===== config.mk =====
export PLATFORM = sky130hd
export DESIGN_NAME = tile_queue_match_remove_unit
export DESIGN_NICKNAME = d
export VERILOG_FILES = /design/src/tqmr_pkg.sv /design/src/tile_queue_match_remove_unit.sv /design/src/tqmr_cell.sv
export VERILOG_INCLUDE_DIRS = /design/src /design/src/src
export SDC_FILE = /design/constraint.sdc
export NUM_CORES = 2
export LEC_CHECK = 0
export BUFFER_PORTS_ARGS = -buffer_cell sky130_fd_sc_hd__buf_2
export CAP_MARGIN = 20
export CORE_MARGIN = 2
export CORE_UTILIZATION = 58
export CTS_CLUSTER_SIZE = 12
export DETAILED_ROUTE_END_ITERATION = 12
export GPL_ROUTABILITY_DRIVEN = 0
export HOLD_SLACK_MARGIN = 0.06
export PLACE_DENSITY = 0.83
export SYNTH_ARGS = -nofsm -noshare
export SYNTH_HDL_FRONTEND = slang
export SYNTH_HIERARCHICAL = 1
export SYNTH_SLANG_ARGS = --single-unit
export TNS_END_PERCENT = 30

===== constraint.sdc =====
create_clock -name clk -period 15.56 [get_ports clk]
set_input_delay 1.556 -clock clk [delete_from_list [all_inputs] [get_ports clk]]
set_output_delay 1.556 -clock clk [all_outputs]
set_load 0.1 [all_outputs]

===== src/tile_queue_match_remove_unit_assert.svh =====
// ----------------------------------------------------------------------------
// Tile queue match-remove unit: assertion macros
// Concurrent checks on clk, disabled while rst_n is low. Defining
// NO_ASSERTIONS turns every check into nothing.
// ----------------------------------------------------------------------------
`ifndef TILE_QUEUE_MATCH_REMOVE_UNIT_ASSERT_SVH
`define TILE_QUEUE_MATCH_REMOVE_UNIT_ASSERT_SVH

`ifndef NO_ASSERTIONS

// Consequence must hold in the same cycle as the antecedent.
`define TQMR_ASSERT_NOW(label, ante, cons) \
  label: assert property (@(posedge clk) disable iff (!rst_n) (ante) |-> (cons)) \
    else $error("tqmr: same-cycle check failed");

// Consequence must hold in the cycle after the antecedent.
`define TQMR_ASSERT_NEXT(label, ante, cons) \
  label: assert property (@(posedge clk) disable iff (!rst_n) (ante) |=> (cons)) \
    else $error("tqmr: next-cycle check failed");

`else

`define TQMR_ASSERT_NOW(label, ante, cons)
`define TQMR_ASSERT_NEXT(label, ante, cons)

`endif

`endif


===== src/tqmr_pkg.sv =====
// ----------------------------------------------------------------------------
// Tile queue match-remove package
// Sizes, beat types, operation, status and state codes and the cell control bundle.
// ----------------------------------------------------------------------------
`default_nettype none

package tqmr_pkg;

  localparam int DEPTH = 128;
  localparam int IDX_W = $clog2(DEPTH);
  localparam int CNT_W = $clog2(DEPTH + 1);

  typedef logic [11:0] entry_t;

  typedef enum logic [1:0] {
    OP_APPEND = 2'd0,
    OP_TAKE   = 2'd1,
    OP_MATCH  = 2'd2,
    OP_CLEAR  = 2'd3
  } op_t;

  localparam logic [1:0] STATUS_OK    = 2'd0;
  localparam logic [1:0] STATUS_EMPTY = 2'd1;
  localparam logic [1:0] STATUS_FULL  = 2'd2;

  typedef enum logic {
    S_IDLE,
    S_SCAN
  } state_t;

  typedef struct packed {
    op_t        op;
    logic [7:0] colour;
    logic [3:0] shape;
  } in_item_t;

  typedef struct packed {
    logic [1:0] status;
    logic [7:0] taken_colour;
    logic [3:0] taken_shape;
    logic [7:0] count;
  } out_item_t;

  // Shared control for every cell of the chain.
  typedef struct packed {
    logic             shift;
    logic             load;
    logic [IDX_W-1:0] load_idx;
    entry_t           load_data;
  } cell_ctl_t;

endpackage

`default_nettype wire


===== src/tile_queue_match_remove_unit.sv =====
// Append, take head and clear give their result beat in the cycle after the
// accepting edge; remove-first-match over n held items gives it once the
// rotation through all n has ended (in the cycle after, when the store is empty).
// Throughput: one append, take or clear per cycle while busy is low; a match holds busy
// high for its rotation, one rotation step of the cell chain per cycle. Reset clears
// state, count and out_valid only; the receiver cannot stall, each beat lasts one cycle.
// ----------------------------------------------------------------------------
// Tile queue match-remove unit
// Ordered store of colour/shape items kept in a chain of cells, head at
// cell zero, with append, take head, remove first match and clear.
// ----------------------------------------------------------------------------
`default_nettype none

`include "tile_queue_match_remove_unit_assert.svh"

module tile_queue_match_remove_unit (
  input  wire logic                 clk,
  input  wire logic                 rst_n,
  input  wire logic                 start,
  output logic                      busy,
  input  wire tqmr_pkg::in_item_t   in_item,
  output logic                      out_valid,
  output tqmr_pkg::out_item_t       out_item
);
  import tqmr_pkg::*;

  // Control and result registers.
  state_t           state_r,     state_nxt;
  logic [CNT_W-1:0] count_r,     count_nxt;
  logic [CNT_W-1:0] remain_r,    remain_nxt;
  entry_t           key_r,       key_nxt;
  logic             found_r,     found_nxt;
  entry_t           taken_r,     taken_nxt;
  logic             out_valid_r, out_valid_nxt;
  out_item_t        out_r,       out_nxt;

  cell_ctl_t cell_ctl;
  entry_t    cell_data [DEPTH];
  entry_t    head;
  entry_t    in_key;
  logic      drop;

  // The chain of cells. Each cell hands its entry to the one nearer the
  // head on a shift; the last cell has no neighbour behind it and simply
  // sees the load data, which is never used while it is beyond the tail.
  for (genvar g = 0; g < DEPTH; g++) begin : g_cell
    if (g == DEPTH - 1) begin : g_last
      tqmr_cell u_cell (
        .clk      (clk),
        .cell_idx (IDX_W'(g)),
        .ctl      (cell_ctl),
        .nbr_data (cell_ctl.load_data),
        .data     (cell_data[g])
      );
    end else begin : g_mid
      tqmr_cell u_cell (
        .clk      (clk),
        .cell_idx (IDX_W'(g)),
        .ctl      (cell_ctl),
        .nbr_data (cell_data[g+1]),
        .data     (cell_data[g])
      );
    end
  end

  assign head   = cell_data[0];
  assign in_key = {in_item.colour, in_item.shape};

  always_ff @(posedge clk) begin
    if (!rst_n) begin
      state_r     <= S_IDLE;
      count_r     <= '0;
      out_valid_r <= 1'b0;
    end else begin
      state_r     <= state_nxt;
      count_r     <= count_nxt;
      out_valid_r <= out_valid_nxt;
    end
  end

  always_ff @(posedge clk) begin
    remain_r <= remain_nxt;
    key_r    <= key_nxt;
    found_r  <= found_nxt;
    taken_r  <= taken_nxt;
    out_r    <= out_nxt;
  end

  // Next state, cell control and result beat.
  // A match rotates the whole queue once through the chain: each cycle the
  // head item leaves cell zero, everything moves one place towards the head,
  // and the old head is written back at the tail. The first head that
  // matches the key is not written back, which removes it while keeping the
  // order of the rest intact once the full rotation has finished.
  always_comb begin
    state_nxt     = state_r;
    count_nxt     = count_r;
    remain_nxt    = remain_r;
    key_nxt       = key_r;
    found_nxt     = found_r;
    taken_nxt     = taken_r;
    out_valid_nxt = 1'b0;
    out_nxt       = out_r;
    cell_ctl      = '0;
    drop          = 1'b0;

    case (state_r)
      S_IDLE: begin
        if (start) begin
          out_nxt.status       = STATUS_OK;
          out_nxt.taken_colour = '0;
          out_nxt.taken_shape  = '0;
          case (in_item.op)
            OP_APPEND: begin
              out_valid_nxt = 1'b1;
              if (count_r == CNT_W'(DEPTH)) begin
                out_nxt.status = STATUS_FULL;
              end else begin
                cell_ctl.load      = 1'b1;
                cell_ctl.load_idx  = IDX_W'(count_r);
                cell_ctl.load_data = in_key;
                count_nxt          = count_r + CNT_W'(1);
              end
            end
            OP_TAKE: begin
              out_valid_nxt = 1'b1;
              if (count_r == '0) begin
                out_nxt.status = STATUS_EMPTY;
              end else begin
                cell_ctl.shift       = 1'b1;
                out_nxt.taken_colour = head[11:4];
                out_nxt.taken_shape  = head[3:0];
                count_nxt            = count_r - CNT_W'(1);
              end
            end
            OP_MATCH: begin
              if (count_r == '0) begin
                out_valid_nxt  = 1'b1;
                out_nxt.status = STATUS_EMPTY;
              end else begin
                key_nxt    = in_key;
                remain_nxt = count_r;
                found_nxt  = 1'b0;
                taken_nxt  = '0;
                state_nxt  = S_SCAN;
              end
            end
            OP_CLEAR: begin
              out_valid_nxt = 1'b1;
              count_nxt     = '0;
            end
            default: begin
              out_valid_nxt = 1'b1;
            end
          endcase
          out_nxt.count = 8'(count_nxt);
        end
      end

      S_SCAN: begin
        cell_ctl.shift = 1'b1;
        drop           = !found_r && (head == key_r);
        if (drop) begin
          found_nxt = 1'b1;
          taken_nxt = head;
          count_nxt = count_r - CNT_W'(1);
        end else begin
          cell_ctl.load      = 1'b1;
          cell_ctl.load_idx  = IDX_W'(count_r - CNT_W'(1));
          cell_ctl.load_data = head;
        end
        remain_nxt = remain_r - CNT_W'(1);
        if (remain_r == CNT_W'(1)) begin
          out_valid_nxt        = 1'b1;
          out_nxt.status       = found_nxt ? STATUS_OK : STATUS_EMPTY;
          out_nxt.taken_colour = taken_nxt[11:4];
          out_nxt.taken_shape  = taken_nxt[3:0];
          out_nxt.count        = 8'(count_nxt);
          state_nxt            = S_IDLE;
        end
      end

      default: begin
        state_nxt = S_IDLE;
      end
    endcase
  end

  assign busy      = (state_r == S_SCAN);
  assign out_valid = out_valid_r;
  assign out_item  = out_r;

  // The store never holds more items than it has cells.
  `TQMR_ASSERT_NOW(a_count_bound, 1'b1, count_r <= CNT_W'(DEPTH))

  // Every operation other than a match on a non-empty store answers at once.
  `TQMR_ASSERT_NEXT(a_quick_answer, start && !busy && (in_item.op != OP_MATCH), out_valid)

  // No result beat goes out while a rotation is still under way.
  `TQMR_ASSERT_NOW(a_quiet_scan, state_r == S_SCAN, !out_valid)

  // Dropping the matching head removes exactly one item.
  `TQMR_ASSERT_NEXT(a_drop_count, drop, count_r == $past(count_r) - CNT_W'(1))

endmodule

`default_nettype wire


===== src/tqmr_cell.sv =====
// ----------------------------------------------------------------------------
// Tile queue cell
// Holds one entry. It takes its neighbour's entry on a shift, or the load
// data when its own index is the one addressed.
// ----------------------------------------------------------------------------
`default_nettype none

module tqmr_cell (
  input  wire logic                         clk,
  input  wire logic [tqmr_pkg::IDX_W-1:0]   cell_idx,
  input  wire tqmr_pkg::cell_ctl_t          ctl,
  input  wire tqmr_pkg::entry_t             nbr_data,
  output tqmr_pkg::entry_t                  data
);
  import tqmr_pkg::*;

  entry_t data_r;
  entry_t data_nxt;
  logic   hit;

  always_comb begin
    hit      = ctl.load && (ctl.load_idx == cell_idx);
    data_nxt = data_r;
    if (hit) begin
      data_nxt = ctl.load_data;
    end else if (ctl.shift) begin
      data_nxt = nbr_data;
    end
  end

  always_ff @(posedge clk) begin
    data_r <= data_nxt;
  end

  assign data = data_r;

endmodule

`default_nettype wire


# After elaboration in Yosys (flattened, before gate mapping)
# Index checks and enable logic that the tools add are counted.
word_totals:
  register_bits: 1601
  inputBits: 17
  out_inout_bits: 24
classes:
  n_addsub: 3
  eq_ne: 137
  mux: 302
  bitwise: 2
  n_reduce_logical: 266
op_table:
  columns: ["operator", "count"]
  rows:
  - ["$mux 12", 262]
  - ["$eq 7x7->1 const B", 64]
  - ["$reduce_bool 2->1", 128]
  - ["$eq 7x6->1 const B", 32]
  - ["$logic_and 1x1->1", 129]
  - ["$eq 7x5->1 const B", 16]
  - ["$mux 20", 3]
  - ["$eq 7x4->1 const B", 8]
  - ["$mux 8", 7]
  - ["$mux 22", 2]
  - ["$pmux 22 s2", 1]
  - ["$pmux 21 s2", 1]
  - ["$pmux 8 s2", 2]
  - ["$eq 7x3->1 const B", 4]
  - ["$pmux 12 s2", 1]
  - ["$pmux 8 s3", 1]
  - ["$mux 21", 1]
  - ["$sub 8x1->8 const B", 2]
  - ["$mux 1", 15]
  - ["$eq 7x2->1 const B", 2]
  - ["$eq 12x12->1", 1]
  - ["$add 8x1->8 const B", 1]
  - ["$eq 8x1->1 const B", 1]
  - ["$eq 8x8->1 const B", 1]
  - ["other kinds (18)", 25]

# Logic depth before layout (Yosys ltp)
logic_depth:
  ltp_word: 8
  mapped_depth: 14
  ltp_nobuf: 11

# Modules after synthesis
# Netlist, hierarchy kept.
by_module_without_submodules:
  columns: ["module", "instances", "cells_each", "area_each_um2"]
  rows:
  - ["tqmr_cell", 128, 36, 593.1]
  - ["tile_queue_match_remove_unit", 1, 407, 4095.2]

# Least setup slack after synthesis
# Ideal clock, no wire load.
synth_path:
  kind: "register to register"
  start: "reg state_r (netlist: busy)"
  end: "reg g_cell[102].g_mid.u_cell.data_r[10] (data pin)"
  setup_ns: 0.265
  t_arrival_ns: 15.499
  required_ns: 15.295
  setup_slack_ns: -0.204
  path_stages_with_launch: 10
  period_less_slack_ns: 15.764
  path_cell_list: "dfxtp_1 nor2b_2 buf_2 inv_1 o21ai_0 xnor2_1 nand4_1 nor2_2 buf_6 mux2_2"
synth_rtl:
  columns: ["element", "line_no", "text"]
  rows:
  - ["start, declared", "tile_queue_match_remove_unit.sv:28", "state_t state_r, state_nxt;"]
  - ["start signal, assigned", "tile_queue_match_remove_unit.sv:75", "state_r <= state_nxt;"]
  - ["end signal, assigned", "tqmr_cell.sv:32", "data_r <= data_nxt;"]
  - ["end, declared", "tqmr_cell.sv:17", "entry_t data_r;"]

==> metrics.yaml <==
cts-resized-gates: 0
reg2reg_slack_ns: 9.93
cts.sinks: 1601
endpoint_kind: "flip-flop"
dp_hpwl_mm: 88.46
synth_xor_area_frac: 0.1005
cts_hold_buf: 0
synth_area_leaders: "edfxtp_1 (60%), mux2_2 (22%), xnor2_1 (9.9%), nand4_1 (2.0%), buf_6 (1.9%)"
syn_area_sq_um: 80010
peakVddDrop_mv: 0.1121
routed_wl_mm: 156.5
coreArea_sq_um: 137200
leakage_nw: 28.75
rr_startpoint: "count_r[0]"
areaGrowthSynthToFinish_pct: 12.22
synthesis.instances: 5015
num_vias: 43360
synth-compound-area-share: 0.008789
grt_max_degree: 95
grt_pass1_wl_mm: 248.4
die_area_sq_um: 140900
area.sequential_sq_um: 47980
synthMuxAreaShare: 0.2180
dp.cells: 7619
yosys.area_share.simple: 0.05062
synth_top_family_by_area: "multiplexers"
status: "complete, no violations"
clkLatencyLatePin_ns: 0.81
synth.distinct_cells: 68
num_rows: 136
multi_input_area_sq_um: 33970
antenna_found_initial: 3
fmax_mhz: 177.0
rsz0062_at_grt: "false"
drc: 0
routedWlPerCell_um: 19.82
synth_seq_area_share: 0.5996
tightest_slew_ns: 1.118
most-common-layout-cells: "edfxtp_1 (1,591), mux2_2 (1,537), xnor2_1 (908)"
syn_area_per_cell_sq_um: 15.95
setup_viol: 0
critical_path_class: "input port to flip-flop"
avgViaCountPerCell: 5.492
ys_dominant_reg_cell: "edfxtp_1"
rr_worst_depth: 11
drt_iter0_drc: 3631
final_common_cell: "edfxtp_1"
power_density_nw_per_um2: 113.0
arrival_ns: 6.12
cp_max_fo: 46
synthAdderAreaFrac: 0.001877
cts_buffer_depth: 3
h-tree-depth: 4
synth.top_cell.area_share: 0.5971
cts_tree: "done"
period_needed_ns: 5.650
whs_path_depth: 1
firstDrtPassIters: 5
hp-start: "g_cell[1].g_mid.u_cell/data[0]"
hold_slack_ns: 0.5322
layout-drive-gt1-share: 0.3463
utilization: 0.6546
nets: 6023
synth_area_leader_cell: "edfxtp_1"
final-hold-violation-count: 0
ys_ff_latch: 1601
fin_worst_skew_ns: 0.03389
path_clk_slew_ns: 0.06
cp-start-kind: "input port"
yosysWarningCount: 6
hold_path_end: "g_cell[0].g_mid.u_cell/data[0]"
io_buffers: 40
async_reset_ff_frac: 0
fillers: 9502
hold_class: "flip-flop to flip-flop"
die_h_um: 375.4
r2r-end: "g_cell[114].g_mid.u_cell/data[0]"
synth_edf_count: 1591
grt_usage: 0.2226
setup_tns_ns: 0
cap_viol_max_count: 0
finalCritPeriodShare: 0.3631
slew_headroom: 0.2546
die_w_um: 375.4
overflow: 0
start_util: 0.5834
crit_required_ns: 16.03
ant_nets: 0
num_io_pins: 41
post_cts_buffers: 0
p_total_mw: 10.14
cts_buffers: 166
clock-root-buffer: "clkbuf_16"
stdcell_count: 7896
first_global_vias: 44720
maxSlewViolCount: 0
## layout make-up
type | instances | area share
flip-flops and latches | 1601 | 0.5344
inverters | 10 | 0.0004181
clock inverters | 68 | 0.007651
diodes | 1 | 0.00002787
well taps | 1794 | 0.02500
repair buffers | 77 | 0.006104
clock buffers | 207 | 0.04809
multi-input cells | 4138 | 0.3783
## cell usage after synthesis, types with 3 or more instances
cell type     n
nand2_1      33
o211ai_1      4
ha_1         12
nor3b_1       3
buf_6       132
xor2_1       10
clkbuf_1     18
o21ai_0       9
nor2b_1      16
nand3_1      14
dfxtp_1      10
xnor2_1     908
nor4_1        5
nand3b_1      3
edfxtp_1   1591
inv_1        10
mux2_2     1537
nor2_1       31
a21o_1       14
or2_2       129
a31oi_1       9
a211oi_1      3
nand4_1     261
a22o_1       12
buf_1         3
a21oi_1      24
nand2b_1     12
nor2_2      128
a31o_2        3
and3_1        3
nor3_1        7
mux2i_1      12
buf_2         7
## cells by family (layout without fill, tap and decap cells)
logic type / after synthesis / count (layout)
muxes: 1550 / 1550
buffers and inverters: 170 / 362
xor gates and xnor gates: 918 / 918
adders and majority gates: 12 / 12
DFF: 1601 / 1601
AOI/OAI and AO/OA: 100 / 100
other: 2 / 897
and+or+nand+nor: 662 / 662
## report_power, final
group	switching [mW]	internal [mW]
registers	0.0883	5.13
clock network	1.65	2.06
logic	0.744	0.471
## registers in the layout (all words and copies together), names as in the netlist
signal / count
taken_r: 12
busy: 1
out_valid: 1
count_r: 8
remain_r: 8
key_r: 12
found_r: 1
g_cell.g_mid.u_cell/data: 1524
out_item: 22
g_cell.g_last.u_cell/data: 12
## critical path: stages
cell	delay [ns]
buf_2	0.12
inv_1	0.11
ha_1	0.48
nand3b_1	0.50
a31oi_4	0.31
buf_4	0.68
buf_4	0.80
xnor2_1	0.21
nand4_1	0.14
nor2_2	0.63
or2_2	0.43
## stage by stage
step / cell area (sq um) / worst slack [ns]
2_1_floorplan: 83360 / 1.867
3_3_place_gp: 84750 / 9.298
3_5_place_dp: 84750 / 9.188
4_1_cts: 89750 / 9.967
5_1_grt: 89780 / 9.565
6_report: 89780 / 9.910
## per-layer routing
metal,wire (um),track usage,vias to the layer above
met4,2965,0.05789,4
met5,21,0,-
met2,78010,0.3823,1039
met1,67850,0.2964,21990
li1,-,-,20100
met3,7692,0.03417,228
## how the worst max path moves through the flow
stage / start / end / cells past startpoint
2_1_floorplan: in_item[12] / g_cell[112].g_mid.u_cell/data[10] / 10
3_3_place_gp: in_item[12] / g_cell[31].g_mid.u_cell/data[1] / 11
3_5_place_dp: in_item[12] / g_cell[31].g_mid.u_cell/data[1] / 11
4_1_cts: count_r[0] / g_cell[114].g_mid.u_cell/data[11] / 11
5_1_grt: count_r[0] / g_cell[114].g_mid.u_cell/data[11] / 11
6_report: in_item[12] / g_cell[114].g_mid.u_cell/data[0] / 11
No activity file was read; power rests on OpenSTA's default activity.
